<file path="src/frame_field_deframer_core_macros.svh">
// Assertion macros for the frame field deframer.
// FFD_ASSERT checks a property that is ignored while reset is asserted.
// FFD_ASSERT_ANY checks a property at every clock edge, reset included.
`ifndef FRAME_FIELD_DEFRAMER_CORE_MACROS_SVH
`define FRAME_FIELD_DEFRAMER_CORE_MACROS_SVH
`ifndef NO_ASSERTIONS
`define FFD_ASSERT(lbl, prop, msg) \
	lbl: assert property (@(posedge clk) disable iff (!arst_n) prop) else $error(msg);
`define FFD_ASSERT_ANY(lbl, prop, msg) \
	lbl: assert property (@(posedge clk) prop) else $error(msg);
`else
`define FFD_ASSERT(lbl, prop, msg)
`define FFD_ASSERT_ANY(lbl, prop, msg)
`endif
`endif

</file>
<file path="src/ffd_pkg.sv">
package ffd_pkg;

	localparam int HDR_LEN = 14;
	localparam int MAX_MESSAGE_BYTES = 128;
	localparam int REC_BYTES = 11;
	localparam int QDEPTH = 4;
	localparam int QCNT_W = $clog2(QDEPTH + 1);

	localparam logic [7:0] HDR_LEN_B = 8'(HDR_LEN);
	localparam logic [7:0] MAX_BYTES_B = 8'(MAX_MESSAGE_BYTES);
	localparam logic [7:0] HDR_SUM_END = 8'd11;

	localparam logic [7:0] REC_TYPE_S8 = 8'd3;
	localparam logic [7:0] REC_TYPE_S16A = 8'd4;
	localparam logic [7:0] REC_TYPE_S16B = 8'd5;
	localparam logic [7:0] REC_TYPE_DUAL = 8'd10;

	localparam logic [1:0] FMT_S8 = 2'd0;
	localparam logic [1:0] FMT_S16A = 2'd1;
	localparam logic [1:0] FMT_S16B = 2'd2;
	localparam logic [1:0] FMT_DUAL = 2'd3;

	localparam logic KIND_DATA = 1'b0;
	localparam logic KIND_STATUS = 1'b1;

	typedef struct packed {
		logic kind;
		logic [7:0] field_id;
		logic [1:0] fmt;
		logic signed [31:0] value_first;
		logic signed [31:0] value_second;
		logic header_ok;
		logic [31:0] network_id;
		logic [31:0] device_id;
		logic [7:0] message_id;
		logic last;
	} result_t;

endpackage

</file>
<file path="src/frame_field_deframer_core.sv">
// Each result is written into a four-entry result queue on the transfer of the byte
// that causes it. Throughput: one byte per cycle while in_ready is high (the queue
// holds at most two results); a byte ending a record and the frame yields two results.
// Reset: arst_n clears the byte position, header and record checksums, record tracking,
// the result queue and send_data_id. Stored header and record bytes are not cleared.
`include "frame_field_deframer_core_macros.svh"

module frame_field_deframer_core (
	input logic clk,
	input logic arst_n,
	input logic cfg_valid,
	output logic cfg_ready,
	input logic [7:0] send_data_id,
	input logic in_valid,
	output logic in_ready,
	input logic [7:0] data_byte,
	input logic end_of_message,
	output logic out_valid,
	input logic out_ready,
	output logic result_kind,
	output logic [7:0] field_id,
	output logic [1:0] value_format,
	output logic signed [31:0] value_first,
	output logic signed [31:0] value_second,
	output logic header_ok,
	output logic [31:0] network_id,
	output logic [31:0] device_id,
	output logic [7:0] message_id,
	output logic last
);
	import ffd_pkg::*;

	logic [7:0] sdid_q;
	logic [7:0] pos_q;
	logic [7:0] hsum_q;
	logic [7:0] hb_q [HDR_LEN];
	logic [7:0] rs_q;
	logic [7:0] rb_q [REC_BYTES];
	logic [7:0] rsum_q;
	result_t slot_q [QDEPTH];
	logic [QCNT_W-1:0] count_q;

	logic accept;
	logic pop;
	logic active;
	logic hdr_wr;
	logic [7:0] pos_new;
	logic [7:0] hsum_new;
	logic [7:0] hb_new [HDR_LEN];
	logic [7:0] hbv [9];
	logic in_rec;
	logic at_start;
	logic after;
	logic [7:0] k;
	logic [8:0] rec_len;
	logic done;
	logic type_ok;
	logic emit;
	result_t rec_res;
	result_t stat_res;
	result_t first_res;
	logic push_first;
	logic push_second;
	logic [QCNT_W-1:0] base;

	assign cfg_ready = 1'b1;
	assign accept = in_valid && in_ready;
	assign in_ready = count_q <= QCNT_W'(QDEPTH - 2);
	assign out_valid = count_q != '0;
	assign pop = out_valid && out_ready;

	assign active = pos_q < MAX_BYTES_B;
	assign hdr_wr = active && (pos_q < HDR_LEN_B);
	assign pos_new = active ? pos_q + 8'd1 : pos_q;
	assign hsum_new = (hdr_wr && pos_q < HDR_SUM_END) ? hsum_q + data_byte : hsum_q;

	always_comb begin
		for (int i = 0; i < HDR_LEN; i++) begin
			hb_new[i] = (hdr_wr && pos_q[3:0] == 4'(i)) ? data_byte : hb_q[i];
		end
		for (int i = 0; i < 9; i++) begin
			hbv[i] = (8'(i) < pos_new) ? hb_new[i] : 8'd0;
		end
	end

	assign in_rec = active && !(pos_q < HDR_LEN_B);
	assign at_start = in_rec && pos_q == rs_q;
	assign after = in_rec && pos_q > rs_q;
	assign k = pos_q - rs_q;
	assign rec_len = {1'b0, rb_q[0]} + 9'd2;
	assign done = after && ({1'b0, k} + 9'd1 == rec_len);
	assign type_ok = rb_q[0] == REC_TYPE_S8 || rb_q[0] == REC_TYPE_S16A
		|| rb_q[0] == REC_TYPE_S16B || rb_q[0] == REC_TYPE_DUAL;
	assign emit = done && type_ok && hb_q[8] == sdid_q && rsum_q == data_byte;

	always_comb begin
		rec_res = '0;
		rec_res.kind = KIND_DATA;
		rec_res.field_id = rb_q[1];
		unique case (rb_q[0])
			REC_TYPE_S8: begin
				rec_res.fmt = FMT_S8;
				rec_res.value_first = 32'(signed'(rb_q[3]));
			end
			REC_TYPE_S16A: begin
				rec_res.fmt = FMT_S16A;
				rec_res.value_first = 32'(signed'({rb_q[3], rb_q[4]}));
			end
			REC_TYPE_S16B: begin
				rec_res.fmt = FMT_S16B;
				rec_res.value_first = 32'(signed'({rb_q[3], rb_q[4]}));
			end
			REC_TYPE_DUAL: begin
				rec_res.fmt = FMT_DUAL;
				rec_res.value_first = {rb_q[3], rb_q[4], rb_q[5], rb_q[6]};
				rec_res.value_second = {rb_q[7], rb_q[8], rb_q[9], rb_q[10]};
			end
			default: begin
				rec_res.fmt = FMT_S8;
			end
		endcase
	end

	always_comb begin
		stat_res = '0;
		stat_res.kind = KIND_STATUS;
		stat_res.header_ok = !(pos_new < HDR_LEN_B) && hb_new[12] == hb_new[13]
			&& hsum_new == hb_new[11];
		stat_res.network_id = {hbv[0], hbv[1], hbv[2], hbv[3]};
		stat_res.device_id = {hbv[4], hbv[5], hbv[6], hbv[7]};
		stat_res.message_id = hbv[8];
		stat_res.last = 1'b1;
	end

	assign first_res = emit ? rec_res : stat_res;
	assign push_first = accept && (emit || end_of_message);
	assign push_second = accept && emit && end_of_message;
	assign base = count_q - QCNT_W'(pop);

	always_ff @(posedge clk or negedge arst_n) begin
		if (!arst_n) begin
			sdid_q <= 8'd0;
			pos_q <= 8'd0;
			hsum_q <= 8'd0;
			rs_q <= HDR_LEN_B;
			rsum_q <= 8'd0;
			count_q <= '0;
		end else begin
			if (cfg_valid && cfg_ready) begin
				sdid_q <= send_data_id;
			end
			count_q <= base + QCNT_W'(push_first) + QCNT_W'(push_second);
			if (accept) begin
				if (end_of_message) begin
					pos_q <= 8'd0;
					hsum_q <= 8'd0;
					rs_q <= HDR_LEN_B;
					rsum_q <= 8'd0;
				end else begin
					pos_q <= pos_new;
					hsum_q <= hsum_new;
					if (at_start) begin
						rsum_q <= data_byte;
					end else if (done) begin
						rs_q <= pos_q + 8'd1;
					end else if (after) begin
						rsum_q <= rsum_q + data_byte;
					end
				end
			end
		end
	end

	always_ff @(posedge clk) begin
		if (accept) begin
			hb_q <= hb_new;
			if (at_start) begin
				rb_q[0] <= data_byte;
			end else if (after && k < 8'(REC_BYTES)) begin
				rb_q[k[3:0]] <= data_byte;
			end
		end
		for (int i = 0; i < QDEPTH; i++) begin
			if (push_first && base == QCNT_W'(i)) begin
				slot_q[i] <= first_res;
			end else if (push_second && base + QCNT_W'(1) == QCNT_W'(i)) begin
				slot_q[i] <= stat_res;
			end else if (pop && i < QDEPTH - 1) begin
				slot_q[i] <= slot_q[(i + 1) % QDEPTH];
			end
		end
	end

	assign result_kind = slot_q[0].kind;
	assign field_id = slot_q[0].field_id;
	assign value_format = slot_q[0].fmt;
	assign value_first = slot_q[0].value_first;
	assign value_second = slot_q[0].value_second;
	assign header_ok = slot_q[0].header_ok;
	assign network_id = slot_q[0].network_id;
	assign device_id = slot_q[0].device_id;
	assign message_id = slot_q[0].message_id;
	assign last = slot_q[0].last;

	`FFD_ASSERT_ANY(a_queue_bound, count_q <= QCNT_W'(QDEPTH), "result queue overflow")
	`FFD_ASSERT(a_status_last, out_valid && result_kind == KIND_STATUS |-> last,
		"status result without last")
	`FFD_ASSERT(a_data_clean, out_valid && result_kind == KIND_DATA
		|-> !last && !header_ok && network_id == 32'd0,
		"data result carries header status")
	`FFD_ASSERT(a_frame_restart, accept && end_of_message |=> pos_q == 8'd0 && rs_q == HDR_LEN_B,
		"frame state not restarted after final byte")

endmodule

</file>
<file path="config.mk">
export PLATFORM = sky130hd
export DESIGN_NAME = frame_field_deframer_core
export DESIGN_NICKNAME = d
export VERILOG_FILES = /design/src/ffd_pkg.sv /design/src/frame_field_deframer_core.sv
export VERILOG_INCLUDE_DIRS = /design/src /design/src/src
export SDC_FILE = /design/constraint.sdc
export NUM_CORES = 1
export LEC_CHECK = 0
export BUFFER_PORTS_ARGS = -buffer_cell sky130_fd_sc_hd__buf_2
export CORE_ASPECT_RATIO = 1.75
export CORE_UTILIZATION = 60
export CTS_BUF_LIST = sky130_fd_sc_hd__clkbuf_4 sky130_fd_sc_hd__clkbuf_8
export DETAILED_ROUTE_END_ITERATION = 10
export HOLD_SLACK_MARGIN = 0.1
export PLACE_DENSITY = 0.84
export SLEW_MARGIN = 5
export SYNTH_ARGS = -nofsm -noshare
export SYNTH_HDL_FRONTEND = slang
export SYNTH_SLANG_ARGS = --single-unit
</file>
<file path="constraint.sdc">
create_clock -name clk -period 68.1 [get_ports clk]
set_input_delay 13.62 -clock clk [delete_from_list [all_inputs] [get_ports clk]]
set_output_delay 13.62 -clock clk [all_outputs]
set_load 0.01 [all_outputs]
</file>
==> flow_summary_export.csv <==
group,metric,value,unit
run_status,outcome,"finished with violations",
run_status,violations,"DRC",
die,design.die.area,64650,µm²
power_and_ir_drop,p_per_area,40.23,nW/µm²
die,core.rowCount,122,
power_and_ir_drop,swShare,33.06,%
timing,worst_pin_slew,1.342,ns
placement,port_buffers,172,
yosys,syn_area,38160,µm²
global_route,grt_pass1_vias,24424,
die,die_h,335.6,µm
placement,placed_area,38560,µm²
power_and_ir_drop,p_leak,15.68,nW
critical_path,crit_type,"in2reg",
hold_path,hold_path.class,"reg2reg",
global_route,grt_use_total,27.47,%
route,drc,32,
timing,slew_viol_final,0,
yosys,synth.top_cell.area_share,60.44,%
critical_path,cp-start-kind,"input port",
yosys,synth_top_cell_by_area,"edfxtp_1",
yosys,synthArstFlopShare,5.302,%
placement,place_inst,3595,
yosys,synth_area_leaders,"edfxtp_1 (60%), a22o_1 (6.5%), mux2i_1 (4.0%), buf_4 (3.2%), dfrtp_1 (2.6%)",
timing,finalSetupViolCount,0,
power_and_ir_drop,total_power,1.639,mW
route,routed_wl,87730,µm
yosys,avgSynthCellArea,13.12,µm²
critical_path,critPathRequiredTime,68.44,ns
yosys,synth_edf_count,768,
critical_path,endpoint_kind,"flip-flop",
global_route,grt_pass1_wl,135500,µm
timing,setup_tns,0,ns
cts,cts-root-buf,"clkbuf_8",
cts,cts-resized-gates,0,
timing,min_period_over_period,27.00,%
timing,layout_min_cycle_time,18.39,ns
timing,hold_violations,0,
global_route,gr-total-overflow,0,
placement,gp_congestion,0.9404,
flow_run,drv_cap,0,
cts,worstSkewPairLatency,0.73,ns
cts,htree_levels,3,
final_layout,nets,2954,
cts,clk_path_buf_depth,3,
die,coreArea,63040,µm²
power_and_ir_drop,pwr-share-seq,47.1,%
die,start_util,60.53,%
critical_path,cp.arrival,18.73,ns
power_and_ir_drop,p_clk_share,22.5,%
route,wl_per_cell,23.15,µm
yosys,ys_seq_area_share,63.27,%
route,firstDrtPassIters,10,
hold_path,hp-start,"slot_q[1][270]$_SDFFCE_PP0P_",
critical_path,critical_path_peak_fanout,51,
power_and_ir_drop,peakVddDrop,0.00001938,V
cts,cts_hold_buf,0,
global_route,antenna_found_initial,4,
power_and_ir_drop,p_switching,0.5417,mW
yosys,ys_warn_count,0,
timing,slew_headroom,9.767,%
global_route,grt_max_degree,149,
cts,post_cts_buffers,0,
timing,rsz0062_at_grt,"false",
critical_path,r2r-start,"pos_q[0]$_DFFE_PN0P_",
placement,place_hpwl,55430,µm
route,vias,24001,
yosys,synth_seq_cells,811,
critical_path,crit_start,"data_byte[4]",
final_layout,syn_to_final_growth,6.742,%
cts,clock_sinks,811,
timing,fmax,54.38,MHz
timing,worst_clock_skew,0.04851,ns
cts,numCtsBuffers,104,
yosys,ys.flop_type,"edfxtp_1",
cts,cts_tree,"done",
final_layout,design_area,40730,µm²
yosys,ys_types,86,
die,io_pins,174,
yosys,syn_nets,2967,
cts,clkTransAtPathRegs,0.07,ns
final_layout,drive_gt1_share,15.92,%
power_and_ir_drop,internal-power,1.097,mW
die,die_w,192.6,µm
yosys,synth_cells,2908,
power_and_ir_drop,p_comb_share,30.4,%
final_layout,layoutNonFillerInstCount,3790,
route,drt_iter0_drc,2262,
route,antenna_left,0,
route,via_per_inst,6.333,
==> cells in the mapped netlist (9+ instances only) <==
library cell and instances:
a21o_1 23, a21oi_1 59, a22o_1 283, a31oi_1 17, a32o_1 17, a41oi_1 20
and2_1 112, and3_1 22, buf_2 45, buf_4 161, buf_6 9, clkbuf_1 121
dfrtp_1 40, edfxtp_1 768, ha_1 33, inv_1 199, mux2_1 34, mux2_2 38
mux2i_1 153, nand2_1 169, nand3_1 18, nand4_1 11, nor2_1 151, nor3_1 66
nor3b_1 11, nor4_1 38, o211ai_1 20, o21ai_0 28, o21ai_1 19, o22ai_1 9
or3_1 10, xnor2_1 38, xor2_1 26
==> cells by family (layout without fill, tap and decap cells) <==
family	Yosys count	count (layout)	synth area share [%]
multiplexers	225	225	6.138
buffers and inverters	541	616	7.230
adder cells (fa/ha/maj)	37	37	1.292
AO/OA/AOI/OAI	577	577	12.00
AND/OR/NAND/NOR	651	651	8.538
XOR/XNOR	65	65	1.528
flip-flops	811	811	63.27
other	1	2	0.009827
==> final cells by class <==
| cell class | count | area (µm²) |
|---|---|---|
| tap | 806 | 1008 |
| sequential | 811 | 24140 |
| antenna | 1 | 2.502 |
| multi-input combinational | 1556 | 11420 |
| fill | 4465 | 22310 |
| clock buffer | 144 | 1769 |
| inverter | 201 | 757.0 |
| clock inverter | 50 | 394.1 |
| timing repair buffer | 221 | 1241 |
==> flip-flops by register name, summed over array words and instances (netlist names) <==
register,flops
rsum_q,8
count_q,3
sdid_q,8
hb_q,96
pos_q,8
rb_q,80
slot_q,592
rs_q,8
hsum_q,8
==> power by group through the flow <==
stage | clock network, mW | registers (mW) | logic, mW
after floorplan | 0 | 0.785 | 0.395
after global placement | 0 | 0.777 | 0.472
after detailed placement | 0 | 0.780 | 0.494
after CTS | 0.373 | 0.771 | 0.497
after global routing | 0.392 | 0.782 | 0.542
final | 0.369 | 0.772 | 0.498
==> layout by cell type, fill, tap and decap left out, types with 22 or more instances in the layout <==
master | netlist | final
edfxtp_1 | 768 | 768
a22o_1 | 283 | 283
inv_1 | 199 | 198
buf_2 | 45 | 172
nand2_1 | 169 | 168
mux2i_1 | 153 | 153
nor2_1 | 151 | 149
and2_1 | 112 | 112
clkbuf_8 | 0 | 110
nor3_1 | 66 | 63
a21oi_1 | 59 | 58
buf_4 | 161 | 48
dfrtp_1 | 40 | 40
xnor2_1 | 38 | 38
mux2_2 | 38 | 38
nor4_1 | 38 | 37
mux2_1 | 34 | 34
clkbuf_4 | 0 | 34
ha_1 | 33 | 33
o21ai_0 | 28 | 27
xor2_1 | 26 | 26
a21o_1 | 23 | 23
and3_1 | 22 | 22
==> worst max-delay path: stages <==
cell,delay [ns]
buf_2,0.08
buf_4,0.38
ha_1,0.36
nor4_1,0.28
nand4_1,0.14
or4_1,0.58
nor3_1,0.25
o2111ai_1,0.25
a2111oi_4,0.81
a21o_1,0.36
nand2_1,0.12
o311ai_2,0.11
buf_4,0.62
buf_4,0.66
==> routing by layer <==
layer  share of wire, %  wire [µm]  up-vias  global-route usage [%]
li1                   -          -    10672                       -
met1                 36      31890    11830                   32.96
met2                 51      44710     1245                   47.30
met3                7.7       6790      248                   4.233
met4                4.9       4301        6                   14.34
met5              0.040         35        -                       0
==> worst paths after layout <==
kind                                            endpoint  slack [ns]  depth (start not counted)
worst max-delay path             slot_q[1][99]$_DFFE_PP_       49.71                         14
worst min-delay path            slot_q[1][121]$_DFFE_PP_        0.51                          1
worst max register to register   slot_q[1][99]$_DFFE_PP_       61.30                         14
worst min register to register  slot_q[1][121]$_DFFE_PP_        0.51                          1
max in group asynchronous          sdid_q[1]$_DFFE_PN0P_       54.62                          2
min in group asynchronous          hsum_q[2]$_DFFE_PN0P_       13.02                          2
==> per-stage QoR <==
stage                     hold WS (ns)  utilization (%)  setup slack, ns
after global routing            0.5304            64.61            49.44
after CTS                       0.5036            64.60            49.90
final                           0.5088            64.61            49.71
after detailed placement        0.5006            61.17            49.13
after floorplan                 0.4672                -            34.44
after global placement          0.4864            61.17            49.21
Power figures use the tool's default switching activity.
